<file path="config.mk">
export PLATFORM = sky130hd
export DESIGN_NAME = deadlock_detect_recover_top
export DESIGN_NICKNAME = d
export VERILOG_FILES = /design/src/hw/rtl/ddr_pkg.sv /design/src/hw/rtl/ddr_ram.sv /design/src/hw/rtl/deadlock_detect_recover_top.sv
export SDC_FILE = /design/constraint.sdc
export NUM_CORES = 2
export LEC_CHECK = 0
export BUFFER_PORTS_ARGS = -buffer_cell sky130_fd_sc_hd__buf_2
export CAP_MARGIN = 5
export CORE_UTILIZATION = 45
export CTS_CLUSTER_SIZE = 24
export DETAILED_ROUTE_END_ITERATION = 6
export MAX_ROUTING_LAYER = met4
export SLEW_MARGIN = 20
export SYNTH_ARGS = -nofsm -noshare
export SYNTH_HDL_FRONTEND = slang
export SYNTH_SLANG_ARGS = --single-unit
</file>
<file path="constraint.sdc">
create_clock -name aclk -period 5.85 [get_ports aclk]
set_clock_uncertainty 0.1 [all_clocks]
set_input_delay 0.585 -clock aclk [delete_from_list [all_inputs] [get_ports aclk]]
set_output_delay 0.585 -clock aclk [all_outputs]
set_load 0.05 [all_outputs]
</file>
<file path="src/hw/rtl/ddr_pkg.sv">
package ddr_pkg;

    localparam int OP_W   = 2;
    localparam int EV_W   = 2;
    localparam int CIDX_W = 2;
    localparam int CDAT_W = 5;
    localparam int OUTV_W = 5;

    localparam logic [OP_W-1:0] OP_LOAD_CELL  = 2'd0;
    localparam logic [OP_W-1:0] OP_LOAD_AVAIL = 2'd1;
    localparam logic [OP_W-1:0] OP_RUN        = 2'd2;

    localparam logic [EV_W-1:0] EV_TERMINATED = 2'd0;
    localparam logic [EV_W-1:0] EV_COMPLETED  = 2'd1;
    localparam logic [EV_W-1:0] EV_END        = 2'd2;

    localparam logic [CIDX_W-1:0] CFG_NUM_PROCS     = 2'd0;
    localparam logic [CIDX_W-1:0] CFG_NUM_RESOURCES = 2'd1;

    typedef enum logic [3:0] {
        ST_IDLE,
        ST_DET_INIT,
        ST_SCAN,
        ST_ROW_RD,
        ST_ROW_USE,
        ST_ROW_END,
        ST_VS_SCAN,
        ST_VS_RD,
        ST_VS_USE,
        ST_VS_END,
        ST_TERM_EMIT,
        ST_TERM_RD,
        ST_TERM_USE,
        ST_REPORT
    } state_t;

endpackage

</file>
<file path="src/hw/rtl/ddr_ram.sv">
module ddr_ram #(
    parameter int WIDTH = 16,
    parameter int DEPTH = 128
) (
    input  logic                     aclk,
    input  logic                     we,
    input  logic [$clog2(DEPTH)-1:0] waddr,
    input  logic [WIDTH-1:0]         wdata,
    input  logic [$clog2(DEPTH)-1:0] raddr,
    output logic [WIDTH-1:0]         rdata
);

    logic [WIDTH-1:0] mem [DEPTH];

    always_ff @(posedge aclk) begin
        if (we) begin
            mem[waddr] <= wdata;
        end
        rdata <= mem[raddr];
    end

endmodule

</file>
<file path="src/hw/rtl/deadlock_detect_recover_top.sv">
// Deadlock detection and recovery engine.
// Input channel s_*: opcode 0 loads one request/allocation cell of a process,
// opcode 1 loads one available entry, opcode 2 runs detection and recovery,
// opcode 3 is dropped. Loads give no result.
// Result channel m_*: a run gives one terminate item per victim, then one
// completed item per surviving process in completion order, then an end item
// with m_last high carrying the completed count.
// Configuration port cfg_*: index 0 num_procs, index 1 num_resources; write
// only while idle. cfg_ready is always high.
// A run walks the request/allocation memory cell by cell through its single
// read port, a read state then a use state per cell: detection rescans from
// process 0 after each completion, victim selection sums every unfinished row,
// and recovery returns the victim's allocations to the available entries.
// s_ready is high only while idle, so one run occupies the block until its
// end item is registered. A stalled m_ready holds the output register and
// the sequencer waits on it.
// Reset clears control state and the masks; tables are undefined until loaded.
module deadlock_detect_recover_top
    import ddr_pkg::*;
#(
    parameter int MAX_PROCS     = 16,
    parameter int MAX_RESOURCES = 8,
    parameter int UNIT_BITS     = 8
) (
    input  logic              aclk,
    input  logic              aresetn,
    input  logic              s_valid,
    output logic              s_ready,
    input  logic [1:0]        s_opcode,
    input  logic [3:0]        s_process,
    input  logic [2:0]        s_resource,
    input  logic [7:0]        s_request_units,
    input  logic [7:0]        s_alloc_units,
    input  logic [7:0]        s_avail_units,
    output logic              m_valid,
    input  logic              m_ready,
    output logic [1:0]        m_event_kind,
    output logic [4:0]        m_proc_or_count,
    output logic              m_last,
    input  logic              cfg_valid,
    output logic              cfg_ready,
    input  logic [CIDX_W-1:0] cfg_index,
    input  logic [CDAT_W-1:0] cfg_data
);

    localparam int PW    = (MAX_PROCS > 1) ? $clog2(MAX_PROCS) : 1;
    localparam int CW    = $clog2(MAX_PROCS + 1);
    localparam int RW    = (MAX_RESOURCES > 1) ? $clog2(MAX_RESOURCES) : 1;
    localparam int RCW   = $clog2(MAX_RESOURCES + 1);
    localparam int AW    = UNIT_BITS + 5;
    localparam int TW    = UNIT_BITS + 1 + $clog2(MAX_RESOURCES + 1);
    localparam int DEPTH = MAX_PROCS * (1 << RW);
    localparam int MAW   = $clog2(DEPTH);

    function automatic logic [AW-1:0] sat_add(input logic [AW-1:0] a,
                                              input logic [UNIT_BITS-1:0] b);
        logic [AW:0] s;
        s = {1'b0, a} + (AW+1)'(b);
        return s[AW] ? {AW{1'b1}} : s[AW-1:0];
    endfunction

    state_t                state_reg, state_next;
    logic [CDAT_W-1:0]     nprocs_reg, nprocs_next;
    logic [3:0]            nres_reg, nres_next;
    logic [CW-1:0]         np_reg, np_next;
    logic [RCW-1:0]        nr_reg, nr_next;
    logic [CW-1:0]         i_reg, i_next;
    logic [RW-1:0]         j_reg, j_next;
    logic [CW-1:0]         cnt_reg, cnt_next;
    logic                  fits_reg, fits_next;
    logic                  have_reg, have_next;
    logic [TW-1:0]         tot_reg, tot_next;
    logic [TW-1:0]         best_reg, best_next;
    logic [PW-1:0]         victim_reg, victim_next;
    logic [MAX_PROCS-1:0]  fin_reg, fin_next;
    logic [MAX_PROCS-1:0]  term_reg, term_next;
    logic [AW-1:0]         avail_reg [MAX_RESOURCES];
    logic [AW-1:0]         avail_next [MAX_RESOURCES];
    logic [AW-1:0]         work_reg [MAX_RESOURCES];
    logic [AW-1:0]         work_next [MAX_RESOURCES];
    logic [UNIT_BITS-1:0]  abuf_reg [MAX_RESOURCES];
    logic [UNIT_BITS-1:0]  abuf_next [MAX_RESOURCES];
    logic [PW-1:0]         order_reg [MAX_PROCS];
    logic [PW-1:0]         order_next [MAX_PROCS];
    logic                  mv_reg, mv_next;
    logic [EV_W-1:0]       kind_reg, kind_next;
    logic [OUTV_W-1:0]     val_reg, val_next;
    logic                  last_reg, last_next;

    logic                  ram_we;
    logic [MAW-1:0]        ram_waddr, ram_raddr;
    logic [2*UNIT_BITS-1:0] ram_wdata, ram_rdata;
    logic [UNIT_BITS-1:0]  rd_req, rd_alloc;
    logic                  s_fire, out_free, j_last, i_end, any_unfin;
    logic [MAX_PROCS-1:0]  np_mask;
    logic [PW-1:0]         i_idx;

    ddr_ram #(
        .WIDTH (2*UNIT_BITS),
        .DEPTH (DEPTH)
    ) u_tables (
        .aclk  (aclk),
        .we    (ram_we),
        .waddr (ram_waddr),
        .wdata (ram_wdata),
        .raddr (ram_raddr),
        .rdata (ram_rdata)
    );

    assign rd_req    = ram_rdata[2*UNIT_BITS-1:UNIT_BITS];
    assign rd_alloc  = ram_rdata[UNIT_BITS-1:0];
    assign s_ready   = (state_reg == ST_IDLE);
    assign s_fire    = s_valid && s_ready;
    assign cfg_ready = 1'b1;
    assign out_free  = !mv_reg || m_ready;
    assign i_idx     = i_reg[PW-1:0];
    assign j_last    = (RCW'(j_reg) + RCW'(1)) == nr_reg;
    assign i_end     = (i_reg == np_reg);

    always_comb begin
        for (int k = 0; k < MAX_PROCS; k++) begin
            np_mask[k] = (k < np_reg);
        end
    end
    assign any_unfin = |(~fin_reg & np_mask);

    assign m_valid         = mv_reg;
    assign m_event_kind    = kind_reg;
    assign m_proc_or_count = val_reg;
    assign m_last          = last_reg;

    always_comb begin
        ram_we    = 1'b0;
        ram_waddr = {PW'(s_process), RW'(s_resource)};
        ram_wdata = {UNIT_BITS'(s_request_units), UNIT_BITS'(s_alloc_units)};
        ram_raddr = {i_idx, j_reg};
        if (state_reg == ST_IDLE) begin
            ram_we = s_fire && (s_opcode == OP_LOAD_CELL)
                     && (32'(s_process) < MAX_PROCS) && (32'(s_resource) < MAX_RESOURCES);
        end else if (state_reg == ST_TERM_USE) begin
            ram_we    = 1'b1;
            ram_waddr = {victim_reg, j_reg};
            ram_wdata = '0;
        end
        if (state_reg == ST_TERM_RD) begin
            ram_raddr = {victim_reg, j_reg};
        end
    end

    always_comb begin
        state_next = state_reg;
        unique case (state_reg)
            ST_IDLE: begin
                if (s_fire && s_opcode == OP_RUN) state_next = ST_DET_INIT;
            end
            ST_DET_INIT: state_next = ST_SCAN;
            ST_SCAN: begin
                if (i_end) state_next = any_unfin ? ST_VS_SCAN : ST_REPORT;
                else if (!fin_reg[i_idx]) state_next = ST_ROW_RD;
            end
            ST_ROW_RD:  state_next = ST_ROW_USE;
            ST_ROW_USE: state_next = j_last ? ST_ROW_END : ST_ROW_RD;
            ST_ROW_END: state_next = ST_SCAN;
            ST_VS_SCAN: begin
                if (i_end) state_next = ST_TERM_EMIT;
                else if (!fin_reg[i_idx]) state_next = ST_VS_RD;
            end
            ST_VS_RD:   state_next = ST_VS_USE;
            ST_VS_USE:  state_next = j_last ? ST_VS_END : ST_VS_RD;
            ST_VS_END:  state_next = ST_VS_SCAN;
            ST_TERM_EMIT: begin
                if (out_free) state_next = ST_TERM_RD;
            end
            ST_TERM_RD:  state_next = ST_TERM_USE;
            ST_TERM_USE: state_next = j_last ? ST_DET_INIT : ST_TERM_RD;
            ST_REPORT: begin
                if (out_free && i_reg == cnt_reg) state_next = ST_IDLE;
            end
            default: state_next = ST_IDLE;
        endcase
    end

    always_comb begin
        nprocs_next = nprocs_reg;
        nres_next   = nres_reg;
        np_next     = np_reg;
        nr_next     = nr_reg;
        i_next      = i_reg;
        j_next      = j_reg;
        cnt_next    = cnt_reg;
        fits_next   = fits_reg;
        have_next   = have_reg;
        tot_next    = tot_reg;
        best_next   = best_reg;
        victim_next = victim_reg;
        fin_next    = fin_reg;
        term_next   = term_reg;
        avail_next  = avail_reg;
        work_next   = work_reg;
        abuf_next   = abuf_reg;
        order_next  = order_reg;
        mv_next     = mv_reg && !m_ready;
        kind_next   = kind_reg;
        val_next    = val_reg;
        last_next   = last_reg;

        if (cfg_valid && cfg_ready) begin
            if (cfg_index == CFG_NUM_PROCS) nprocs_next = cfg_data;
            else if (cfg_index == CFG_NUM_RESOURCES) nres_next = cfg_data[3:0];
        end

        unique case (state_reg)
            ST_IDLE: begin
                if (s_fire && s_opcode == OP_LOAD_AVAIL
                    && 32'(s_resource) < MAX_RESOURCES) begin
                    avail_next[RW'(s_resource)] = AW'(UNIT_BITS'(s_avail_units));
                end
                if (s_fire && s_opcode == OP_RUN) begin
                    term_next = '0;
                    if (nprocs_reg == '0) np_next = CW'(1);
                    else if (32'(nprocs_reg) > MAX_PROCS) np_next = CW'(MAX_PROCS);
                    else np_next = CW'(nprocs_reg);
                    if (nres_reg == '0) nr_next = RCW'(1);
                    else if (32'(nres_reg) > MAX_RESOURCES) nr_next = RCW'(MAX_RESOURCES);
                    else nr_next = RCW'(nres_reg);
                end
            end
            ST_DET_INIT: begin
                fin_next  = '0;
                cnt_next  = '0;
                work_next = avail_reg;
                i_next    = '0;
            end
            ST_SCAN: begin
                if (i_end) begin
                    i_next    = '0;
                    have_next = 1'b0;
                end else if (fin_reg[i_idx]) begin
                    i_next = i_reg + CW'(1);
                end else begin
                    j_next    = '0;
                    fits_next = 1'b1;
                end
            end
            ST_ROW_RD: ;
            ST_ROW_USE: begin
                if (AW'(rd_req) > work_reg[j_reg]) fits_next = 1'b0;
                abuf_next[j_reg] = rd_alloc;
                j_next = j_reg + RW'(1);
            end
            ST_ROW_END: begin
                if (fits_reg) begin
                    for (int k = 0; k < MAX_RESOURCES; k++) begin
                        if (k < nr_reg) work_next[k] = sat_add(work_reg[k], abuf_reg[k]);
                    end
                    fin_next[i_idx] = 1'b1;
                    if (!term_reg[i_idx] && cnt_reg < CW'(MAX_PROCS)) begin
                        order_next[cnt_reg[PW-1:0]] = i_idx;
                        cnt_next = cnt_reg + CW'(1);
                    end
                    i_next = '0;
                end else begin
                    i_next = i_reg + CW'(1);
                end
            end
            ST_VS_SCAN: begin
                if (!i_end) begin
                    if (fin_reg[i_idx]) begin
                        i_next = i_reg + CW'(1);
                    end else begin
                        j_next   = '0;
                        tot_next = '0;
                    end
                end
            end
            ST_VS_RD: ;
            ST_VS_USE: begin
                tot_next = tot_reg + TW'(rd_req) + TW'(rd_alloc);
                j_next   = j_reg + RW'(1);
            end
            ST_VS_END: begin
                if (!have_reg || tot_reg > best_reg) begin
                    best_next   = tot_reg;
                    victim_next = i_idx;
                    have_next   = 1'b1;
                end
                i_next = i_reg + CW'(1);
            end
            ST_TERM_EMIT: begin
                if (out_free) begin
                    mv_next   = 1'b1;
                    kind_next = EV_TERMINATED;
                    val_next  = OUTV_W'(victim_reg);
                    last_next = 1'b0;
                    term_next[victim_reg] = 1'b1;
                    j_next    = '0;
                end
            end
            ST_TERM_RD: ;
            ST_TERM_USE: begin
                avail_next[j_reg] = sat_add(avail_reg[j_reg], rd_alloc);
                j_next = j_reg + RW'(1);
            end
            ST_REPORT: begin
                if (out_free) begin
                    mv_next = 1'b1;
                    if (i_reg == cnt_reg) begin
                        kind_next = EV_END;
                        val_next  = OUTV_W'(cnt_reg);
                        last_next = 1'b1;
                    end else begin
                        kind_next = EV_COMPLETED;
                        val_next  = OUTV_W'(order_reg[i_idx]);
                        last_next = 1'b0;
                        i_next    = i_reg + CW'(1);
                    end
                end
            end
            default: ;
        endcase
    end

    always_ff @(posedge aclk) begin
        if (!aresetn) begin
            state_reg  <= ST_IDLE;
            nprocs_reg <= CDAT_W'(16);
            nres_reg   <= 4'd8;
            fin_reg    <= '0;
            term_reg   <= '0;
            cnt_reg    <= '0;
            mv_reg     <= 1'b0;
            for (int k = 0; k < MAX_RESOURCES; k++) begin
                work_reg[k] <= '0;
            end
        end else begin
            state_reg  <= state_next;
            nprocs_reg <= nprocs_next;
            nres_reg   <= nres_next;
            fin_reg    <= fin_next;
            term_reg   <= term_next;
            cnt_reg    <= cnt_next;
            mv_reg     <= mv_next;
            work_reg   <= work_next;
        end
    end

    always_ff @(posedge aclk) begin
        np_reg     <= np_next;
        nr_reg     <= nr_next;
        i_reg      <= i_next;
        j_reg      <= j_next;
        fits_reg   <= fits_next;
        have_reg   <= have_next;
        tot_reg    <= tot_next;
        best_reg   <= best_next;
        victim_reg <= victim_next;
        avail_reg  <= avail_next;
        abuf_reg   <= abuf_next;
        order_reg  <= order_next;
        kind_reg   <= kind_next;
        val_reg    <= val_next;
        last_reg   <= last_next;
    end

    a_last_is_end: assert property (@(posedge aclk) disable iff (!aresetn)
        (mv_reg && last_reg) |-> (kind_reg == EV_END))
        else $error("end flag on a non-end item");

    a_victim_unfinished: assert property (@(posedge aclk) disable iff (!aresetn)
        (state_reg == ST_TERM_EMIT) |-> (have_reg && !fin_reg[victim_reg]))
        else $error("victim is not an unfinished process");

    a_count_bound: assert property (@(posedge aclk) disable iff (!aresetn)
        (state_reg != ST_IDLE && state_reg != ST_DET_INIT) |-> (cnt_reg <= np_reg))
        else $error("completion count beyond process count");

    a_no_emit_while_stalled: assert property (@(posedge aclk) disable iff (!aresetn)
        (mv_reg && !m_ready) |=> mv_reg)
        else $error("item dropped while stalled");

endmodule

</file>
==> reports/qor.csv <==
stage,metric,value,unit
layout,layout_commonest_cell,edfxtp_1,
layout,largest_reg_flops,2048,
sta,maxSlewViolCount,0,
worst_setup_path,cp_slowest_cell,edfxtp_1,
clocking,hold_buffers,20,
yosys,ys_top_cells_by_area,"edfxtp_1, dfxtp_1, mux4_2",
placed_design,gp_congestion,0.988,
layout,fin_nets,7316,
clocking,htree_levels,5,
drt,vias_per_cell,6.57,
worst_setup_path,path_cells,buf_4 -> nor3b_2 -> buf_4 -> a22oi_1 -> nand4_1 -> ha_1 -> o21ai_0 -> o211a_1 -> o31ai_1 -> nand4_1 -> nor2_4 -> nor2_1 -> a22oi_1,
sta,layout_min_cycle_time,5030,ps
clocking,cts_buffers,283,
yosys,synth_area,104000,um^2
worst_setup_path,crit_buf_inv,2,
die,rows,176,
drt,vias,68100,
die,fp.dieArea,234000,um^2
worst_setup_path,crit_path_max_incr_delay,620,ps
placed_design,portBuffers,54,
clocking,postCtsSetupBuffers,0,
worst_setup_path,critPathTopFamily,simple AND/OR/NAND/NOR gates,
min_path,min_path_type,input port to flip-flop,
pwr,vdd_drop_max,0.313,mV
yosys,yosysTopAreaCellShare,67.2,%
yosys,synth-edff-count,2336,
yosys,async_flop_share,0,%
yosys,syn-num-nets,7035,
pwr,power_density,443,nW/um^2
sta,tightest_slew,1310,ps
layout,syn_to_final_growth,13.8,%
drt,drc_errors,6,
worst_setup_path,cp_max_fo,26,
die,pin_count,56,
yosys,ys_seq_elements,2507,
global_route,gr-usage-all-layers,31.9,%
die,start_util,45.3,%
worst_setup_path,worst_setup_path_start_kind,flip-flop,
yosys,yosysSeqAreaShare,70.5,%
die,core,230000,um^2
global_route,gr-total-overflow,0,
drt,drt_wl_total,368,mm
yosys,synth_top_family_by_area,compound AO/OA/AOI/OAI gates,
yosys,synth_mux_area_share,7.51,%
yosys,synth_xor_area_share,0.571,%
yosys,ys_types,88,
global_route,grt_pass1_wl,512,mm
yosys,yosysTopAreaCell,edfxtp_1,
yosys,syn-instance-count,6860,
worst_setup_path,cp.required,6530,ps
yosys,avgSynthCellArea,15.2,um^2
drt,wl_per_cell,35.5,um
run_status,violations,design-rule violations,
clocking,cts_buffer_depth,4,
yosys,synth_ff_type,edfxtp_1,
yosys,synthAdderAreaFrac,1.69,%
global_route,grt_pass1_vias,64500,
sta,rsz0062_at_grt,false,
sta,finalCritPeriodShare,86.0,%
pwr,total_leakage_power,38.8,nW
yosys,yosys.area_share.simple,5.74,%
worst_setup_path,worstSetupEndpointType,flip-flop,
sta,slew_headroom,11.9,%
run_status,status,"complete, but fails checks",
drt,dr.pass1.iters,7,
layout,drive_gt1_share,17.3,%
yosys,synth_compound_area_share,11.6,%
clocking,clk_latency,950,ps
yosys,yosysWarnings,0,
clocking,path_clk_slew,70,ps
placed_design,place_hpwl,229,mm
sta,fmax,199,MHz
clocking,root_buffer,clkbuf_16,
pwr,finalPower,52.5,mW
clocking,cts_tree,done,
drt,drtIter0Drc,10300,
clocking,cts_sinks,2507,
flow_run,cap_violations,0,
drt,ant_nets,0,
worst_setup_path,arrival,5710,ps
layout,final_cell_mix,"edfxtp_1, nor2_1, a21oi_1, nand2_1, buf_4",
sta,finalHoldViolCount,0,
global_route,grt_max_degree,127,
die,die_x,483,um
clocking,cts_resized,0,
global_route,antenna_found_initial,20,
sta,finalSetupViolCount,0,
sta,fin_setup_tns,0,ps
die,die_h,483,um
worst_setup_path,critPathKind,flip-flop to flip-flop,
==> worst paths after layout <==
kind	start	to	slack, ps	cells after the start
worst min-delay path	s_avail_units[0]	avail_reg[52]	70	3
worst min register to register	tot_reg[0]	best_reg[0]	360	0
worst max-delay path	j_reg[2]	avail_reg[14]	820	13
worst max register to register	j_reg[2]	avail_reg[14]	820	13
==> metrics by stage <==
| stage | hold WS, ps | cell area, um^2 | utilization (%) | cells | worst slack (ps) |
|---|---|---|---|---|---|
| 6_report | 66.9 | 119000 | 51.6 | 10400 | 821 |
| 5_1_grt | 50.7 | 119000 | 51.6 | 10400 | 614 |
| 4_1_cts | 2.03 | 119000 | 51.6 | 10400 | 1000 |
| 3_5_place_dp | 344 | 110000 | 47.7 | 9861 | 1040 |
| 3_3_place_gp | 334 | 110000 | 47.7 | 9859 | 679 |
| 2_1_floorplan | 326 | 104000 | - | 6860 | 1380 |
==> worst register-to-register path, delay by kind of cell (launching register included) <==
kind / cells / cell delay, ps
DFF: 1 / 620
adders and majority gates: 1 / 230
buffers and inverters: 2 / 920
AOI/OAI and AO/OA: 5 / 1400
and+or+nand+nor: 5 / 1610
==> synthesized netlist by cell type (63+ instances only) <==
cell type and instances:
edfxtp_1 2336, nor2_1 484, a21oi_1 352, nand2_1 349, a221oi_1 286, o21ai_0 284
mux2i_1 273, clkbuf_1 185, mux2_2 182, dfxtp_1 171, a22oi_1 155, buf_2 136
mux4_2 135, ha_1 112, nor3_1 110, inv_1 89, nand3_1 80, a221o_1 78
o221ai_1 75, buf_1 65, a211oi_1 63
==> per-layer routing <==
metal	track usage (%)	share of wire, %
met4	12.9	4.6
met2	48.3	46
met3	5.72	10
met5	-	0
met1	42.7	39
==> where the power goes <==
part | total, mW | leakage [nW] | switching [mW] | internal [mW]
clock network | 16.9 | 4.22 | 7.09 | 9.79
logic | 14.9 | 12.1 | 10.2 | 4.65
registers | 20.8 | 22.5 | 0.729 | 20.0
==> cell families after synthesis <==
family / count (synthesis)
adders and majority gates: 130
DFF: 2507
xor gates and xnor gates: 68
AOI/OAI and AO/OA: 1719
other: 1
and+or+nand+nor: 1304
buffers and inverters: 540
muxes: 591
==> layout make-up <==
type	instances	area (um^2)
clock buffers	360	7620
clock inverters	121	973
well taps	3026	3790
diodes	11	27.5
multi-input cells	3813	28800
flip-flops and latches	2507	73600
repair buffers	445	3630
fillers	18900	111000
inverters	91	354
Power figures use the tool's default switching activity.
